File: config.mk
export PLATFORM = sky130hd
export DESIGN_NAME = kmp_stream_matcher_top_flat
export DESIGN_NICKNAME = d
export VERILOG_FILES = /design/src/rtl/core/kmp_pkg.sv /design/src/rtl/core/kmp_if.sv /design/src/rtl/core/kmp_ctrl.sv /design/src/rtl/core/kmp_dp.sv /design/src/rtl/core/kmp_stream_matcher_top.sv /design/src/flat_wrapper.sv
export SDC_FILE = /design/constraint.sdc
export NUM_CORES = 2
export LEC_CHECK = 0
export BUFFER_PORTS_ARGS = -buffer_cell sky130_fd_sc_hd__buf_2
export CELL_PAD_IN_SITES_DETAIL_PLACEMENT = 0
export CELL_PAD_IN_SITES_GLOBAL_PLACEMENT = 1
export CORE_UTILIZATION = 50
export DETAILED_ROUTE_END_ITERATION = 10
export HOLD_SLACK_MARGIN = 0.05
export PLACE_DENSITY_LB_ADDON = 0.2
export RECOVER_POWER = 100
export REMOVE_ABC_BUFFERS = 1
export SLEW_MARGIN = 15
export SYNTH_ARGS = -nofsm -noshare
export SYNTH_HDL_FRONTEND = slang
export SYNTH_MEMORY_MAX_BITS = 65536
export SYNTH_SLANG_ARGS = --single-unit
File: constraint.sdc
create_clock -name clk -period 11.43 [get_ports clk]
set_input_delay 1.143 -clock clk [delete_from_list [all_inputs] [get_ports clk]]
set_output_delay 1.143 -clock clk [all_outputs]
set_load 0.02 [all_outputs]
File: src/rtl/core/kmp_pkg.sv
// shared constants and types of the kmp stream matcher
`default_nettype none

package kmp_pkg;

	// pattern store depth and derived widths
	localparam int MAX_PATTERN = 256;
	localparam int ADDR_W      = (MAX_PATTERN > 1) ? $clog2(MAX_PATTERN) : 1;
	localparam int CNT_W       = $clog2(MAX_PATTERN + 1);

	// fixed payload widths
	localparam int SYM_W  = 8;
	localparam int LEN_W  = 9;
	localparam int STAT_W = 2;

	// request kinds
	localparam logic OP_PATTERN = 1'b0;
	localparam logic OP_TEXT    = 1'b1;

	// result status codes
	typedef enum logic [STAT_W-1:0] {
		STAT_OK     = 2'd0,
		STAT_FULL   = 2'd1,
		STAT_NO_PAT = 2'd2
	} kmp_status_t;

	// one input request as seen by the datapath
	typedef struct packed {
		logic             op;
		logic             start_req;
		logic [SYM_W-1:0] symbol;
	} kmp_item_t;

	// controller to datapath commands
	typedef struct packed {
		logic capture;
		logic setup;
		logic rd;
		logic step;
		logic fail_rd;
		logic fail_take;
		logic emit;
	} kmp_cmd_t;

	// datapath to controller status
	typedef struct packed {
		logic setup_done;
		logic step_done;
		logic step_full;
		logic out_free;
	} kmp_stat_t;

endpackage

`default_nettype wire

File: src/rtl/core/kmp_if.sv
// request and result channel interfaces of the kmp stream matcher
`default_nettype none

interface kmp_in_if
	import kmp_pkg::*;
	();
	logic             valid;
	logic             ready;
	logic             op;
	logic             start_req;
	logic [SYM_W-1:0] symbol;

	modport source (output valid, output op, output start_req, output symbol, input ready);
	modport sink (input valid, input op, input start_req, input symbol, output ready);
endinterface

interface kmp_out_if
	import kmp_pkg::*;
	();
	logic              valid;
	logic              ready;
	logic [LEN_W-1:0]  match_length;
	logic              full_match;
	logic [STAT_W-1:0] status;

	modport source (output valid, output match_length, output full_match, output status,
		input ready);
	modport sink (input valid, input match_length, input full_match, input status,
		output ready);
endinterface

`default_nettype wire

File: src/rtl/core/kmp_ctrl.sv
// sequencing state machine of the kmp stream matcher
`default_nettype none

module kmp_ctrl
	import kmp_pkg::*;
(
	input  wire logic      clk,
	input  wire logic      arst_n,
	input  wire logic      in_valid,
	output logic           in_ready,
	input  wire kmp_stat_t st,
	output kmp_cmd_t       cmd
);

	typedef enum logic [6:0] {
		S_IDLE      = 7'b0000001,
		S_SETUP     = 7'b0000010,
		S_READ      = 7'b0000100,
		S_CMP       = 7'b0001000,
		S_FAIL_RD   = 7'b0010000,
		S_FAIL_TAKE = 7'b0100000,
		S_DONE      = 7'b1000000
	} state_t;

	state_t state_q;
	state_t state_d;

	assign in_ready = (state_q == S_IDLE);

	// next state and commands
	always_comb begin
		state_d = state_q;
		cmd     = '0;
		case (state_q)
			S_IDLE: begin
				if (in_valid) begin
					cmd.capture = 1'b1;
					state_d     = S_SETUP;
				end
			end
			S_SETUP: begin
				cmd.setup = 1'b1;
				state_d   = st.setup_done ? S_DONE : S_READ;
			end
			S_READ: begin
				cmd.rd  = 1'b1;
				state_d = S_CMP;
			end
			S_CMP: begin
				cmd.step = 1'b1;
				if (!st.step_done)
					state_d = S_READ;
				else if (st.step_full)
					state_d = S_FAIL_RD;
				else
					state_d = S_DONE;
			end
			S_FAIL_RD: begin
				cmd.fail_rd = 1'b1;
				state_d     = S_FAIL_TAKE;
			end
			S_FAIL_TAKE: begin
				cmd.fail_take = 1'b1;
				state_d       = S_DONE;
			end
			S_DONE: begin
				if (st.out_free) begin
					cmd.emit = 1'b1;
					state_d  = S_IDLE;
				end
			end
			default: begin
				state_d = S_IDLE;
			end
		endcase
	end

	// state register
	always_ff @(posedge clk or negedge arst_n) begin
		if (!arst_n)
			state_q <= S_IDLE;
		else
			state_q <= state_d;
	end

endmodule

`default_nettype wire

File: src/rtl/core/kmp_dp.sv
// pattern and failure memories, match registers and result register
`default_nettype none

module kmp_dp
	import kmp_pkg::*;
(
	input  wire logic      clk,
	input  wire logic      arst_n,
	input  wire kmp_item_t item,
	input  wire kmp_cmd_t  cmd,
	output kmp_stat_t      st,
	kmp_out_if.source      result_out
);

	logic [SYM_W-1:0] pat_mem [MAX_PATTERN];
	logic [CNT_W-1:0] fail_mem [MAX_PATTERN];

	logic             op_q;
	logic             start_q;
	logic [SYM_W-1:0] sym_q;
	logic [CNT_W-1:0] len_q;
	logic [CNT_W-1:0] bb_q;
	logic [CNT_W-1:0] tm_q;
	logic [CNT_W-1:0] j_q;
	logic [SYM_W-1:0] pat_rd_q;
	logic [CNT_W-1:0] fail_rd_q;
	logic [CNT_W-1:0] res_len_q;
	logic             res_full_q;
	kmp_status_t      res_stat_q;
	logic             out_valid_q;
	logic [LEN_W-1:0] out_len_q;
	logic             out_full_q;
	kmp_status_t      out_stat_q;

	logic [CNT_W-1:0]  eff_len;
	logic              eq;
	logic [CNT_W-1:0]  j_new;
	logic [CNT_W-1:0]  fail_addr;
	logic              wr_en;
	logic [ADDR_W-1:0] wr_addr;
	logic [CNT_W-1:0]  wr_border;

	// pattern length after a restart request
	assign eff_len = (op_q == OP_PATTERN && start_q) ? '0 : len_q;

	// decisions for the controller
	assign st.setup_done = (op_q == OP_PATTERN) ?
		((eff_len == CNT_W'(MAX_PATTERN)) || (eff_len == '0)) : (len_q == '0);

	// one failure-chain comparison
	assign eq           = (pat_rd_q == sym_q);
	assign st.step_done = eq || (j_q == '0);
	assign j_new        = eq ? CNT_W'(j_q + CNT_W'(1)) : '0;
	assign st.step_full = (op_q == OP_TEXT) && (j_new == len_q);
	assign st.out_free  = !out_valid_q || result_out.ready;

	// failure table read address: last entry on a full match, else entry before j
	always_comb begin
		if (cmd.fail_rd)
			fail_addr = CNT_W'(len_q - CNT_W'(1));
		else if (j_q == '0)
			fail_addr = '0;
		else
			fail_addr = CNT_W'(j_q - CNT_W'(1));
	end

	// append of a pattern symbol
	assign wr_en = (op_q == OP_PATTERN) &&
		((cmd.setup && eff_len == '0) || (cmd.step && st.step_done));
	assign wr_addr   = cmd.setup ? '0 : len_q[ADDR_W-1:0];
	assign wr_border = cmd.setup ? '0 : j_new;

	// memories
	always_ff @(posedge clk) begin
		if (wr_en) begin
			pat_mem[wr_addr]  <= sym_q;
			fail_mem[wr_addr] <= wr_border;
		end
		if (cmd.rd)
			pat_rd_q <= pat_mem[j_q[ADDR_W-1:0]];
		if (cmd.rd || cmd.fail_rd)
			fail_rd_q <= fail_mem[fail_addr[ADDR_W-1:0]];
	end

	// pattern length, build border, text match and result valid
	always_ff @(posedge clk or negedge arst_n) begin
		if (!arst_n) begin
			len_q       <= '0;
			bb_q        <= '0;
			tm_q        <= '0;
			out_valid_q <= 1'b0;
		end else begin
			if (cmd.setup && op_q == OP_PATTERN) begin
				if (start_q)
					tm_q <= '0;
				// empty store after an optional restart: first symbol goes in
				if (eff_len == '0) begin
					len_q <= CNT_W'(1);
					bb_q  <= '0;
				end
			end
			if (cmd.step && st.step_done) begin
				if (op_q == OP_PATTERN) begin
					len_q <= CNT_W'(len_q + CNT_W'(1));
					bb_q  <= j_new;
				end else if (!st.step_full) begin
					tm_q <= j_new;
				end
			end
			if (cmd.fail_take)
				tm_q <= fail_rd_q;
			if (cmd.emit)
				out_valid_q <= 1'b1;
			else if (result_out.ready)
				out_valid_q <= 1'b0;
		end
	end

	// request capture, walk position and result payload
	always_ff @(posedge clk) begin
		if (cmd.capture) begin
			op_q    <= item.op;
			start_q <= item.start_req;
			sym_q   <= item.symbol;
		end
		if (cmd.setup) begin
			res_len_q  <= '0;
			res_full_q <= 1'b0;
			if (op_q == OP_PATTERN) begin
				j_q        <= bb_q;
				res_stat_q <= (eff_len == CNT_W'(MAX_PATTERN)) ? STAT_FULL : STAT_OK;
			end else begin
				j_q        <= (start_q || tm_q >= len_q) ? '0 : tm_q;
				res_stat_q <= (len_q == '0) ? STAT_NO_PAT : STAT_OK;
			end
		end
		if (cmd.step) begin
			if (!st.step_done) begin
				j_q <= fail_rd_q;
			end else begin
				res_len_q  <= j_new;
				res_full_q <= st.step_full;
			end
		end
		if (cmd.emit) begin
			out_len_q  <= LEN_W'(res_len_q);
			out_full_q <= res_full_q;
			out_stat_q <= res_stat_q;
		end
	end

	assign result_out.valid        = out_valid_q;
	assign result_out.match_length = out_len_q;
	assign result_out.full_match   = out_full_q;
	assign result_out.status       = out_stat_q;

endmodule

`default_nettype wire

File: src/rtl/core/kmp_stream_matcher_top.sv
// Top level of the kmp stream matcher: one result per request.
// Sequence: capture, setup, then per compare step a memory read and a compare, and on a full
// match a read of the failure table to fetch the fallback; the result then waits for a free output register.
// A request is taken only once the previous one has been emitted into the output register;
// the next request is taken while the previous result waits in the output register.
// Reset: arst_n clears lengths, border and handshake state; memories are not cleared.
`default_nettype none

module kmp_stream_matcher_top
	import kmp_pkg::*;
(
	input  wire logic clk,
	input  wire logic arst_n,
	kmp_in_if.sink    item_in,
	kmp_out_if.source result_out
);

	kmp_cmd_t  cmd;
	kmp_stat_t st;
	kmp_item_t item;
	logic      in_ready;

	assign item.op        = item_in.op;
	assign item.start_req = item_in.start_req;
	assign item.symbol    = item_in.symbol;
	assign item_in.ready  = in_ready;

	// sequencer
	kmp_ctrl u_ctrl (
		.clk      (clk),
		.arst_n   (arst_n),
		.in_valid (item_in.valid),
		.in_ready (in_ready),
		.st       (st),
		.cmd      (cmd)
	);

	// memories and match registers
	kmp_dp u_dp (
		.clk        (clk),
		.arst_n     (arst_n),
		.item       (item),
		.cmd        (cmd),
		.st         (st),
		.result_out (result_out)
	);

endmodule

`default_nettype wire

File: src/flat_wrapper.sv
// flat-port wrapper written by rule: the top's interface ports become plain ports
module kmp_stream_matcher_top_flat import kmp_pkg::*;
  (clk, arst_n, item_in_valid, item_in_op, item_in_start_req, item_in_symbol, item_in_ready, result_out_valid, result_out_match_length, result_out_full_match, result_out_status, result_out_ready);
  kmp_in_if item_in_i ();
  kmp_out_if result_out_i ();
  input  wire logic clk;
  input  wire logic arst_n;
  input wire logic [$bits(item_in_i.valid)-1:0] item_in_valid;
  input wire logic [$bits(item_in_i.op)-1:0] item_in_op;
  input wire logic [$bits(item_in_i.start_req)-1:0] item_in_start_req;
  input wire logic [$bits(item_in_i.symbol)-1:0] item_in_symbol;
  output wire logic [$bits(item_in_i.ready)-1:0] item_in_ready;
  output wire logic [$bits(result_out_i.valid)-1:0] result_out_valid;
  output wire logic [$bits(result_out_i.match_length)-1:0] result_out_match_length;
  output wire logic [$bits(result_out_i.full_match)-1:0] result_out_full_match;
  output wire logic [$bits(result_out_i.status)-1:0] result_out_status;
  input wire logic [$bits(result_out_i.ready)-1:0] result_out_ready;
  assign item_in_i.valid = item_in_valid;
  assign item_in_i.op = item_in_op;
  assign item_in_i.start_req = item_in_start_req;
  assign item_in_i.symbol = item_in_symbol;
  assign item_in_ready = item_in_i.ready;
  assign result_out_valid = result_out_i.valid;
  assign result_out_match_length = result_out_i.match_length;
  assign result_out_full_match = result_out_i.full_match;
  assign result_out_status = result_out_i.status;
  assign result_out_i.ready = result_out_ready;
  kmp_stream_matcher_top u_core (.clk(clk), .arst_n(arst_n), .item_in(item_in_i), .result_out(result_out_i));
endmodule
* Word level (Yosys, flattened, before mapping)
Memory sizes are Yosys's and may differ from the RTL's. A register that Yosys moved wholly into a read port is not among the register bits. Index checks and enable logic that the tools add are counted.
Storage, ports and cells: output and inout port bits 14, memory bits (writable) 4352, register bits after elaboration 78, memories 2, logic and storage cells 107, bits of input ports 14
Memories:
- u_core.u_dp.fail_mem | words 256, width 9, rd ports 1, clocked after Yosys merged registers in 1, write ports 1, line kmp_dp.sv:16 | logic [CNT_W-1:0] fail_mem [MAX_PATTERN];
- u_core.u_dp.pat_mem | words 256, width 8, rd ports 1, clocked after Yosys merged registers in 1, write ports 1, line kmp_dp.sv:15 | logic [SYM_W-1:0] pat_mem [MAX_PATTERN];
Operators by class: $lt $le $gt $ge 1, equal/unequal tests 12, reductions and logical operators 18, bitwise logic cells 1, muxes and demuxes 54, add/subtract/negate cells 4
Operators with widths (count):
- 2-to-1 mux 9 bit | 25
- one-hot mux 7 bit (7 select lines) | 1
- 2-to-1 mux 7 bit | 5
- logical NOT 9 bit | 3
- 2-to-1 mux 8 bit | 3
- adder 9 x 1 -> 9 bit, second input constant | 2
- 2-to-1 mux 1 bit | 18
- subtractor 8 x 1 -> 8 bit, second input constant | 2
- == test 9 bit | 1
- == test 9 bit, second input constant | 1
- greater-or-equal comparator 9 bit | 1
- == test 8 bit | 1
- == test 7 x 1 -> 1 bit, second input constant | 1
- == test 7 x 2 -> 1 bit, second input constant | 1
- == test 7 x 3 -> 1 bit, second input constant | 1
- == test 7 x 4 -> 1 bit, second input constant | 1
- == test 7 x 5 -> 1 bit, second input constant | 1
- == test 7 x 6 -> 1 bit, second input constant | 1
- == test 7 bit, second input constant | 1
- logical AND 1 bit | 6
- logical OR 1 bit | 6
- 2-to-1 mux 2 bit | 2
- != test 2 x 1 -> 1 bit, second input constant | 1
- != test 2 bit, second input constant | 1
- other kinds (4) | 4

* Logic depth before layout (Yosys ltp)
depth after elaboration 9, depth in mapped cells 21, mapped depth without buffers 11

* Hierarchy
Synthesis repeated with hierarchy kept, for this count alone.
Unflattened totals: cells, all modules 9994, area, all modules 173981.9 um^2
Modules (own cells, without submodules):
- kmp_dp | area an instance 173485.1 um^2, instances 1, cells an instance 9943, seq. area each 132997.6 um^2
- kmp_ctrl | area an instance 496.7 um^2, instances 1, cells an instance 51, seq. area each 176.4 um^2

* Worst setup path before layout
No wires, ideal clock.
path type reg2reg, from register u_core.u_dp.sym_q[3], to memory u_core.u_dp.fail_mem[0][5] in the netlist's numbering, data pin, arrival time 10150 ps, clock period less this slack 11543 ps, stages on the path, launching flop included 6, buffers on the path 0, setup slack -113 ps, data required time 10037 ps, cell sequence edfxtp_1 > xnor2_1 > nand4_1 > nor2_1 > nand2_1 > nor2_1
On the way: longest elaborated chain between the ends 3
RTL lines:
- start, declared | line kmp_dp.sv:20 | logic [SYM_W-1:0] sym_q;
- start signal, assigned | line kmp_dp.sv:124 | sym_q <= item.symbol;
- == test 8 bit | line kmp_dp.sv:51 | assign eq = (pat_rd_q == sym_q);
- 2-to-1 mux 9 bit | line kmp_dp.sv:53 | assign j_new = eq ? CNT_W'(j_q + CNT_W'(1)) : '0;
- 2-to-1 mux 9 bit | line kmp_dp.sv:71 | assign wr_border = cmd.setup ? '0 : j_new;
- via u_core.u_dp.wr_border[5] | line kmp_dp.sv:41 | logic [CNT_W-1:0] wr_border;
- end, declared | line kmp_dp.sv:16
The timed path passes the listed nets, and every way through them passes these cells.

* Final worst setup path
from register u_core.u_dp.sym_q[4], to memory u_core.u_dp.pat_mem[103][4], data pin
RTL lines (line):
- end, declared | kmp_dp.sv:15
No word-level cell before the write port.

==> qor.yml <==
regArea_sq_um: 133200
clk_latency_ns: 1.01
synthDistinctLibCells: 76
multi_input_area_sq_um: 39550
fin_cells: 14714
ant_nets: 0
r2r-start: "u_core.u_dp.sym_q[4]$_DFFE_PP_"
io_buffers: 27
rsz0062_at_grt: "no"
ys_seq_area_frac: 0.7591
overflow: 0
clk_pin_slew_ns: 0.06
drc: 0
worstHoldEndpoint: "u_core.u_dp.sym_q[5]$_DFFE_PP_"
cts_hold_buf: 0
htree_levels: 5
violations: "max-capacitance violations, max-slew violations"
drt_wl_total_mm: 481.3
r2r_end: "u_core.u_dp.pat_mem[103][4]$_DFFE_PP_"
period_share: 0.7591
p_leak_nw: 63.69
antenna_found_initial: 36
netlist.area_leader.share: 0.7519
first_pass_iters: 6
grt_pass1_wl_mm: 678.9
die_width_um: 594.3
final_common_cell: "edfxtp_1"
drt_first_iter_violations: 12034
hold_violations: 0
worstMarginPinSlew_ns: 7.297
cpMostUsedCell: "clkbuf_1"
crit_required_ns: 11.53
core.rowCount: 217
cts_tree: "yes"
finalSetupViolCount: 0
ys_ff_latch: 4447
finalInstanceArea_sq_um: 195000
place_congestion: 0.9052
layout_min_cycle_time_ns: 8.676
num_vias: 92742
use_met1: 0.4014
criticalPathCategory: "reg -> reg"
grt_max_degree: 193
syn_inst: 9416
place.detailed.hpwl_mm: 278.4
grt_pass1_vias: 89469
synthArstFlopShare: 0.007870
wl_per_cell_um: 32.71
cts_resized: 0
holdPathStages: 1
synth_area_sq_um: 175400
min_from: "item_in_symbol[5]"
peakVddDrop_mv: 0.4041
cts.sinks: 4447
clock_skew_ns: 0.06455
finalMaxSlewViolations: 3979
slew-limit-headroom: -3.865
initial_core_util: 0.5025
rr_worst_depth: 3
core_area_sq_um: 349200
final_cell_mix: "4393 x edfxtp_1, 1007 x nand2_1, 916 x mux2i_1"
met2_usage: 0.4013
ys.flop_type: "edfxtp_1"
path_cells: "clkbuf_1 -> clkbuf_1 -> clkbuf_1"
layout-drive-gt1-share: 0.1492
max_freq_mhz: 115.3
cp_slowest_stage_delay_ns: 3.32
hp-class: "in -> reg"
worst_path_max_delay_cell: "clkbuf_1"
dp_cells: 13890
nets: 9768
power_density_nw_per_um2: 255.5
synth_edf_count: 4393
fillerInstances: 26613
grt.total_usage: 0.2687
chipHeight_um: 594.3
fin_setup_tns_ns: 0
die_area_sq_um: 353200
synth.largest_area_cell: "edfxtp_1"
vias_per_cell: 6.303
dpl_cell_area_sq_um: 182500
cp-end-kind: "flop"
ios: 28
synth_area_per_cell_sq_um: 18.63
cts-root-buf: "clkbuf_16"
cts_setup_buffers: 0
synthTopCellsByArea: "edfxtp_1 75%, mux4_2 8.6%, mux2i_1 5.2%, nand2_1 2.2%, nand3_1 1.2%"
cts_max_path_buffers: 4
use_met3: 0.04807
start_kind: "flop"
grt_busiest_layer: "met1"
cp.arrival_ns: 8.78
ys.warnings.count: 0
outcome: "finished with violations"
rrSetupSlack_ns: 2.75
syn_to_final_growth_pct: 11.17
cap_violations: 140
cts_buffers: 446
path_max_fanout: 96
metrics by stage:
step | setup WS, ns | hold slack (ns) | utilization | power [mW]
6_report | 2.754 | 0.3438 | 0.5586 | 49.83
5_1_grt | 2.294 | 0.3134 | 0.5585 | 51.32
4_1_cts | 4.762 | 0.2698 | 0.5627 | 49.83
3_5_place_dp | 4.808 | 0.4089 | 0.5226 | 35.81
3_3_place_gp | 4.808 | 0.4054 | 0.5223 | 35.68
2_1_floorplan | -41.29 | 0.4003 | - | 30.67
logic make-up (layout without fill, tap and decap cells):
logic type	count (synthesis)	in the layout	share of synthesized area
DFF	4447	4447	0.7591
and+or+nand+nor	1959	1959	0.04868
muxes	1601	1601	0.1394
AOI/OAI and AO/OA	769	769	0.03342
buffers and inverters	594	1281	0.01678
xor gates and xnor gates	32	32	0.001598
adders and majority gates	14	14	0.0009985
other	0	12	0
cell usage after synthesis (14+ instances only):
master,n
edfxtp_1,4393
nand2_1,1010
mux2i_1,916
mux4_2,673
nand3_1,424
nor2_1,317
clkbuf_1,205
buf_2,202
a22oi_1,99
a31oi_1,99
buf_4,95
o211a_1,89
a211oi_1,86
a21oi_1,70
a311oi_1,70
and3_1,70
buf_1,61
o21ai_0,45
a32oi_1,38
dfrtp_1,34
a21o_1,26
or4_1,26
xnor2_1,25
nor3_1,24
dfxtp_1,19
o2111ai_1,18
a41oi_1,16
o32a_1,16
buf_6,14
ha_1,14
cell type report:
type / count / area share
sequential: 4447 / 0.6829
antenna: 12 / 0.0001540
clock inverter: 247 / 0.01197
inverter: 17 / 0.0003336
clock buffer: 564 / 0.05982
timing repair buffer: 453 / 0.01251
multi-input combinational: 4375 / 0.2028
tap: 4599 / 0.02950
how the worst max path moves through the flow:
stage | start | end | slack [ns] | cells past startpoint
after floorplan | u_core.u_dp.j_q[0]$_DFF_P_ | u_core.u_dp.fail_rd_q[0]$_DFFE_PP_ | -41.29 | 11
after global placement | u_core.u_dp.j_q[0]$_DFF_P_ | u_core.u_dp.fail_rd_q[7]$_DFFE_PP_ | 4.81 | 14
after detailed placement | u_core.u_dp.j_q[0]$_DFF_P_ | u_core.u_dp.fail_rd_q[7]$_DFFE_PP_ | 4.81 | 14
after CTS | u_core.u_dp.j_q[0]$_DFF_P_ | u_core.u_dp.fail_rd_q[7]$_DFFE_PP_ | 4.76 | 14
after global routing | u_core.u_dp.j_q[0]$_DFF_P_ | u_core.u_dp.fail_rd_q[7]$_DFFE_PP_ | 2.29 | 10
final | u_core.u_dp.sym_q[4]$_DFFE_PP_ | u_core.u_dp.pat_mem[103][4]$_DFFE_PP_ | 2.75 | 3
state kept, by name, summed over array words and instances (netlist names):
register / count
u_core.u_dp.pat_mem: 2048
u_core.u_dp.start_q: 1
u_core.u_dp.result_out.full_match: 1
u_core.u_dp.len_q: 9
u_core.u_ctrl.state_q: 7
u_core.u_dp.result_out.valid: 1
u_core.u_dp.sym_q: 8
u_core.u_dp.bb_q: 9
u_core.u_dp.res_full_q: 1
u_core.u_dp.tm_q: 9
u_core.u_dp.res_stat_q: 2
u_core.u_dp.fail_rd_q: 9
u_core.u_dp.res_len_q: 9
u_core.u_dp.result_out.status: 2
u_core.u_dp.j_q: 9
u_core.u_dp.result_out.match_length: 9
u_core.u_dp.op_q: 1
u_core.u_dp.pat_rd_q: 8
u_core.u_dp.fail_mem: 2304
critical path, delay by kind of cell (launching register included):
kind / cells / cell delay, ns
buf+inv: 3 / 7.29
flops: 1 / 0.33
where the power goes:
| group | total [mW] | internal [mW] | switching, mW |
|---|---|---|---|
| Sequential | 18.6 | 18.4 | 0.225 |
| Combinational | 17.1 | 5.93 | 11.2 |
| Clock | 14.1 | 8.00 | 6.13 |
| Total | 49.8 | 32.3 | 17.5 |
layer usage:
metal / vias up / share of wire
met3: 683 / 0.090
li1: 38534 / -
met5: - / 0.000033
met2: 4497 / 0.45
met1: 49026 / 0.42
met4: 2 / 0.038
No activity file was read; power rests on OpenSTA's default activity.
